--- src/rtl/ppfl_pkg.sv ---
// Shared types and constants of the per-CPU page free-list allocator.
`default_nettype none

package ppfl_pkg;

    localparam int PADDR_W     = 3;
    localparam int REG_SEL_BIT = 2;
    localparam int S_TDATA_W   = 40;
    localparam int M_TDATA_W   = 32;
    localparam int M_TUSER_W   = 3;

    localparam logic [1:0] STATUS_ALLOCATED = 2'd0;
    localparam logic [1:0] STATUS_FREED     = 2'd1;
    localparam logic [1:0] STATUS_EMPTY     = 2'd2;
    localparam logic [1:0] STATUS_REJECTED  = 2'd3;

    localparam logic [31:0] REGION_START_RESET = 32'h8000_0000;
    localparam logic [31:0] REGION_STOP_RESET  = 32'h8800_0000;

    typedef struct packed {
        logic accept;
        logic scan_next;
        logic steal_start;
        logic do_free;
        logic do_pop;
        logic set_empty;
        logic out_load;
    } ppfl_cmd_t;

    typedef struct packed {
        logic scan_valid;
        logic scan_own;
        logic scan_last;
        logic stealing;
        logic out_free;
    } ppfl_stat_t;

endpackage

`default_nettype wire

--- src/rtl/ppfl_ctrl.sv ---
// Sequencing state machine of the page allocator: accept, check, scan, pop, push, deliver.
`default_nettype none

module ppfl_ctrl (
    input  logic                 aclk,
    input  logic                 aresetn,
    input  logic                 s_tvalid,
    input  logic                 in_free,
    output logic                 s_tready,
    input  ppfl_pkg::ppfl_stat_t stat,
    output ppfl_pkg::ppfl_cmd_t  cmd
);
    import ppfl_pkg::*;

    localparam logic [2:0] S_IDLE  = 3'd0;
    localparam logic [2:0] S_CHECK = 3'd1;
    localparam logic [2:0] S_FREE  = 3'd2;
    localparam logic [2:0] S_SCAN  = 3'd3;
    localparam logic [2:0] S_HEAD  = 3'd4;
    localparam logic [2:0] S_POP   = 3'd5;
    localparam logic [2:0] S_OUT   = 3'd6;

    logic [2:0] state_reg;
    logic [2:0] state_next;
    logic       in_ready;
    logic       hit;

    assign in_ready = aresetn && ((state_reg == S_IDLE) ||
                                  ((state_reg == S_OUT) && stat.out_free));
    assign s_tready = in_ready;
    assign hit      = stat.scan_valid && !(stat.stealing && stat.scan_own);

    always_comb begin
        cmd        = '0;
        state_next = state_reg;
        cmd.accept = s_tvalid && in_ready;
        unique case (state_reg)
            S_IDLE: begin
                if (cmd.accept) begin
                    state_next = in_free ? S_CHECK : S_SCAN;
                end
            end
            S_CHECK: begin
                state_next = S_FREE;
            end
            S_FREE: begin
                cmd.do_free = 1'b1;
                state_next  = S_OUT;
            end
            S_SCAN: begin
                if (hit) begin
                    state_next = S_HEAD;
                end else if (!stat.stealing) begin
                    cmd.steal_start = 1'b1;
                end else if (stat.scan_last) begin
                    cmd.set_empty = 1'b1;
                    state_next    = S_OUT;
                end else begin
                    cmd.scan_next = 1'b1;
                end
            end
            S_HEAD: begin
                state_next = S_POP;
            end
            S_POP: begin
                cmd.do_pop = 1'b1;
                state_next = S_OUT;
            end
            S_OUT: begin
                if (stat.out_free) begin
                    cmd.out_load = 1'b1;
                    if (cmd.accept) begin
                        state_next = in_free ? S_CHECK : S_SCAN;
                    end else begin
                        state_next = S_IDLE;
                    end
                end
            end
            default: begin
                state_next = S_IDLE;
            end
        endcase
    end

    always_ff @(posedge aclk) begin
        if (!aresetn) begin
            state_reg <= S_IDLE;
        end else begin
            state_reg <= state_next;
        end
    end

endmodule

`default_nettype wire

--- config.mk ---
export PLATFORM = sky130hd
export DESIGN_NAME = ppfl_ctrl
export DESIGN_NICKNAME = d
export VERILOG_FILES = /design/src/rtl/ppfl_pkg.sv /design/src/rtl/ppfl_ctrl.sv
export SDC_FILE = /design/constraint.sdc
export NUM_CORES = 1
export LEC_CHECK = 0
export ABC_AREA = 1
export BUFFER_PORTS_ARGS = -buffer_cell sky130_fd_sc_hd__buf_4
export CAP_MARGIN = 20
export CORE_MARGIN = 5
export CORE_UTILIZATION = 26
export CTS_BUF_LIST = sky130_fd_sc_hd__clkbuf_16
export DETAILED_ROUTE_END_ITERATION = 6
export RECOVER_POWER = 25
export SYNTH_ARGS = -nofsm -noshare
export SYNTH_HDL_FRONTEND = slang
export SYNTH_SLANG_ARGS = --single-unit
--- constraint.sdc ---
create_clock -name aclk -period 2.2 [get_ports aclk]
set_input_delay 0.44 -clock aclk [delete_from_list [all_inputs] [get_ports aclk]]
set_output_delay 0.44 -clock aclk [all_outputs]
set_load 0.02 [all_outputs]
; Yosys cells after proc, flatten, opt, wreduce, memory -nomap -nowiden
; Cells that the tools add are included.
[totals]
regBits = 3
inputBits = 9
output_inout_bits = 8
word_cells = 42
[classes]
muxes = 21
n_eq_ne = 10
reduce_logical = 10
[ops]
columns = op, count
row1 = one-hot mux 3 bit (6 select lines), 1
row2 = 2-to-1 mux 3 bit, 5
row3 = 2-to-1 mux 1 bit, 11
row4 = == test 3 bit (second input constant), 3
row5 = 2-to-1 mux 2 bit, 4
row6 = == test 3 x 2 -> 1 bit (second input constant), 2
row7 = inequality test 3 bit (second input constant), 2
row8 = logical AND 1 bit, 5
row9 = inequality test 2 bit (second input constant), 2
row10 = AND reduction 4 bit, 1
row11 = == test 3 x 1 -> 1 bit (second input constant), 1
row12 = logical NOT 3 bit, 1
row13 = OR reduction 2 bit, 1
row14 = logical NOT 1 bit, 1
row15 = logical OR 1 bit, 1

; Logic depth before layout (Yosys ltp)
[logic_depth]
depth_word = 8
depth_mapped = 12

; Worst setup path after synthesis
; OpenSTA, ideal clock, no wires.
[synth_path]
kind = reg-to-output
startpoint = reg state_reg[1]
endpoint = out cmd[1] (netlist name)
stages_incl_launch_ff = 4
setup_slack_ns = 0.540
t_arrival_ns = 1.220
path_buffers = 1
path_cell_list = dfxtp_1 > buf_6 > nand3_2 > nor4_1
[synth_lines]
columns = element, line
row1 = start: declaration, ppfl_ctrl.sv:23  ; logic [2:0] state_reg;
row2 = start signal: assignment, ppfl_ctrl.sv:89  ; state_reg <= state_next;
row3 = end: declaration, ppfl_ctrl.sv:11  ; output ppfl_pkg::ppfl_cmd_t cmd

==> out/qor.yml <==
sta:
  drv_slew: 0
  max_freq_mhz: 524
  setup_viol: 0
  post-route-min-period_ps: 1910
  post-route-period-util: 0.868
  hold_viol_final: 0
  relSlewSlack: 0.785
  fin_skew_ps: 1.69
  worstMarginPinSlew_ps: 322
  tns_ps: 0
  rsz0062_at_grt: "false"
  whs_ps: 482
drt:
  wl_per_cell_um: 9.07
  vias: 373
  drc: 0
  final_antenna_net_count: 0
  drt_wl_total_um: 807
  drtIter0Drc: 2
  drtPass1Iterations: 2
  drt-vias-per-instance: 4.19
clock_network:
  cts_tree: "yes"
  post-cts-setup-buffers: 0
  ctsResizeCount: 0
  clockBufferDepth: 2
  root_buffer: "clkbuf_16"
  clk_pin_slew_ps: 30
  cts_buffers: 3
  ctsHoldBuffers: 0
  clkLatencyLatePin_ps: 220
  htreeDepth: 1
  clock-sinks: 3
hold_path:
  min-delay-start: "aresetn"
  min_path_type: "in2reg"
  hold_end: "state_reg[2]$_SDFFE_PN0P_"
  hold-path-cell-count: 3
placed_design:
  numPortBuffers: 16
  gp_congestion: 0.792
  hpwl_um: 680
worst_setup_path:
  crit_fanout: 9
  start_kind: "register"
  critical_path.max_stage_delay_ps: 500
  cp.arrival_ps: 1470
  worstPathRequired_ps: 1760
  reg2reg_depth: 9
  path_common_cell: "nor2_1"
  reg2reg_to: "state_reg[2]$_SDFFE_PN0P_"
  crit_family: "simple AND/OR/NAND/NOR gates"
  path_cells: "nand3_1 -> nor2_1 -> nand2_2 -> nor2_1 -> buf_4"
  path_buf_inv: 1
  cp_slowest_cell: "dfxtp_1"
  crit_type: "reg2out"
  r2r_start: "state_reg[1]$_SDFFE_PN0P_"
  end_kind: "output port"
  reg2reg_slack_ps: 700
cells_and_area:
  num-fill-cells: 143
  syn_to_final_growth_pct: 58.9
  nets: 84
  drive_gt1_frac: 0.446
  n_antenna_cell: 0
  regArea_sq_um: 60.1
  multi_input_area_sq_um: 214
  largest_reg_flops: 3
global_route:
  grt_start_max_net_pins: 10
  grtUsageMet2: 0.121
  use_met1: 0.0905
  antenna_found_initial: 0
  grt_pass1_vias: 315
  grt_overflow: 0
  grt_pass1_wl_um: 1190
  gr-usage-all-layers: 0.0763
  use_met3: 0.0277
  grt_busiest_layer: "met2"
floorplanning:
  core_area_sq_um: 1270
  rows: 13
  die_w_um: 46.0
  die_y_um: 46.0
  io_pins: 17
  dieArea_sq_um: 2120
  initial_core_util: 0.266
power_and_ir_drop:
  leakagePower_nw: 0.293
  peakVddDrop_mv: 0.611
  power_density_nw_per_um2: 1440
  totalPowerFinal_mw: 0.772
flow_run:
  max_cap_viol_count: 0
synthesis:
  syn-num-nets: 64
  synth_area_per_cell_sq_um: 6.14
  synth-seq-cells: 3
  synth_warnings: 0
  synthCells: 55
  ys_seq_area_frac: 0.178
  yosysUniqueCellTypes: 19
  syn_area_sq_um: 338
run_status:
  outcome: "finished, final reports clean"
[cells in the final DEF (no fill, tap or decap)]
cell type and count:
inv_1 10, nor2_1 6, nor2_4 1, dfxtp_1 3
a21oi_1 4, nand3_1 2, nor4_1 1, inv_2 3
nand3_2 1, nand4_2 1, nand2_1 9, nand4_1 1
o21ai_0 1, a21boi_1 1, clkbuf_16 3, nor3_1 3
nand2_2 5, nor2_2 2, nor3_2 1, buf_4 16
[power by group]
| part | leakage, nW | internal [mW] | switching (mW) | total [mW] |
|---|---|---|---|---|
| Sequential | 0.0245 | 0.0790 | 0.0399 | 0.119 |
| Combinational | 0.227 | 0.149 | 0.225 | 0.374 |
| Clock | 0.0423 | 0.234 | 0.0458 | 0.280 |
[per-layer routing]
| layer | routed length, um | share of wire | vias up |
|---|---|---|---|
| li1 | - | - | 211 |
| met1 | 347 | 0.43 | 148 |
| met2 | 366 | 0.45 | 12 |
| met3 | 85 | 0.11 | 2 |
| met4 | 8 | 0.0099 | 0 |
| met5 | 0 | 0 | - |
[tightest hold or removal path, cell delays in order]
cell,delay [ps]
buf_4,130
nand2_1,60
nor2_1,30
[worst max path at each step]
| stage | from | to | slack (ps) | depth (start not counted) |
|---|---|---|---|---|
| after floorplan | state_reg[1]$_SDFFE_PN0P_ | cmd[1] | 540 | 3 |
| after global placement | stat[4] | cmd[5] | 580 | 6 |
| after detailed placement | state_reg[1]$_SDFFE_PN0P_ | cmd[5] | 560 | 5 |
| after CTS | state_reg[1]$_SDFFE_PN0P_ | cmd[5] | 330 | 5 |
| after global routing | state_reg[1]$_SDFFE_PN0P_ | cmd[5] | 190 | 5 |
| final | state_reg[1]$_SDFFE_PN0P_ | cmd[5] | 290 | 5 |
[final cells by class]
class	count	area share
clock buffers	3	0.140
clock inverters	1	0.00699
inverters	12	0.0839
multi-input cells	39	0.399
flip-flops and latches	3	0.112
well taps	15	0.0350
repair buffers	16	0.224
[per-stage QoR]
step	cells	cell area [sq um]	utilization	setup slack [ps]
after floorplan	55	338	-	540
after global placement	85	465	0.367	580
after detailed placement	85	465	0.367	565
after CTS	89	544	0.429	329
after global routing	89	537	0.423	186
final	89	537	0.423	291
[synthesized netlist by cell type]
cell type	n	area share
nand3_1	1	0.015
nor3_1	3	0.044
buf_6	1	0.033
nand2_2	6	0.11
a21oi_1	4	0.059
nor3_2	1	0.030
nor2_4	1	0.033
a21boi_1	1	0.022
nand4_2	1	0.037
nor2_2	2	0.037
inv_1	9	0.10
nand2_1	8	0.089
o21ai_0	1	0.015
inv_2	3	0.033
nor4_1	1	0.019
nand3_2	2	0.059
nor2_1	6	0.067
nand4_1	1	0.019
dfxtp_1	3	0.18
[kinds of logic after synthesis]
logic type | after synthesis | share of synthesized area
DFF | 3 | 0.178
AOI/OAI and AO/OA | 6 | 0.0963
and+or+nand+nor | 33 | 0.559
buffers and inverters | 13 | 0.167
Power figures use the tool's default switching activity.
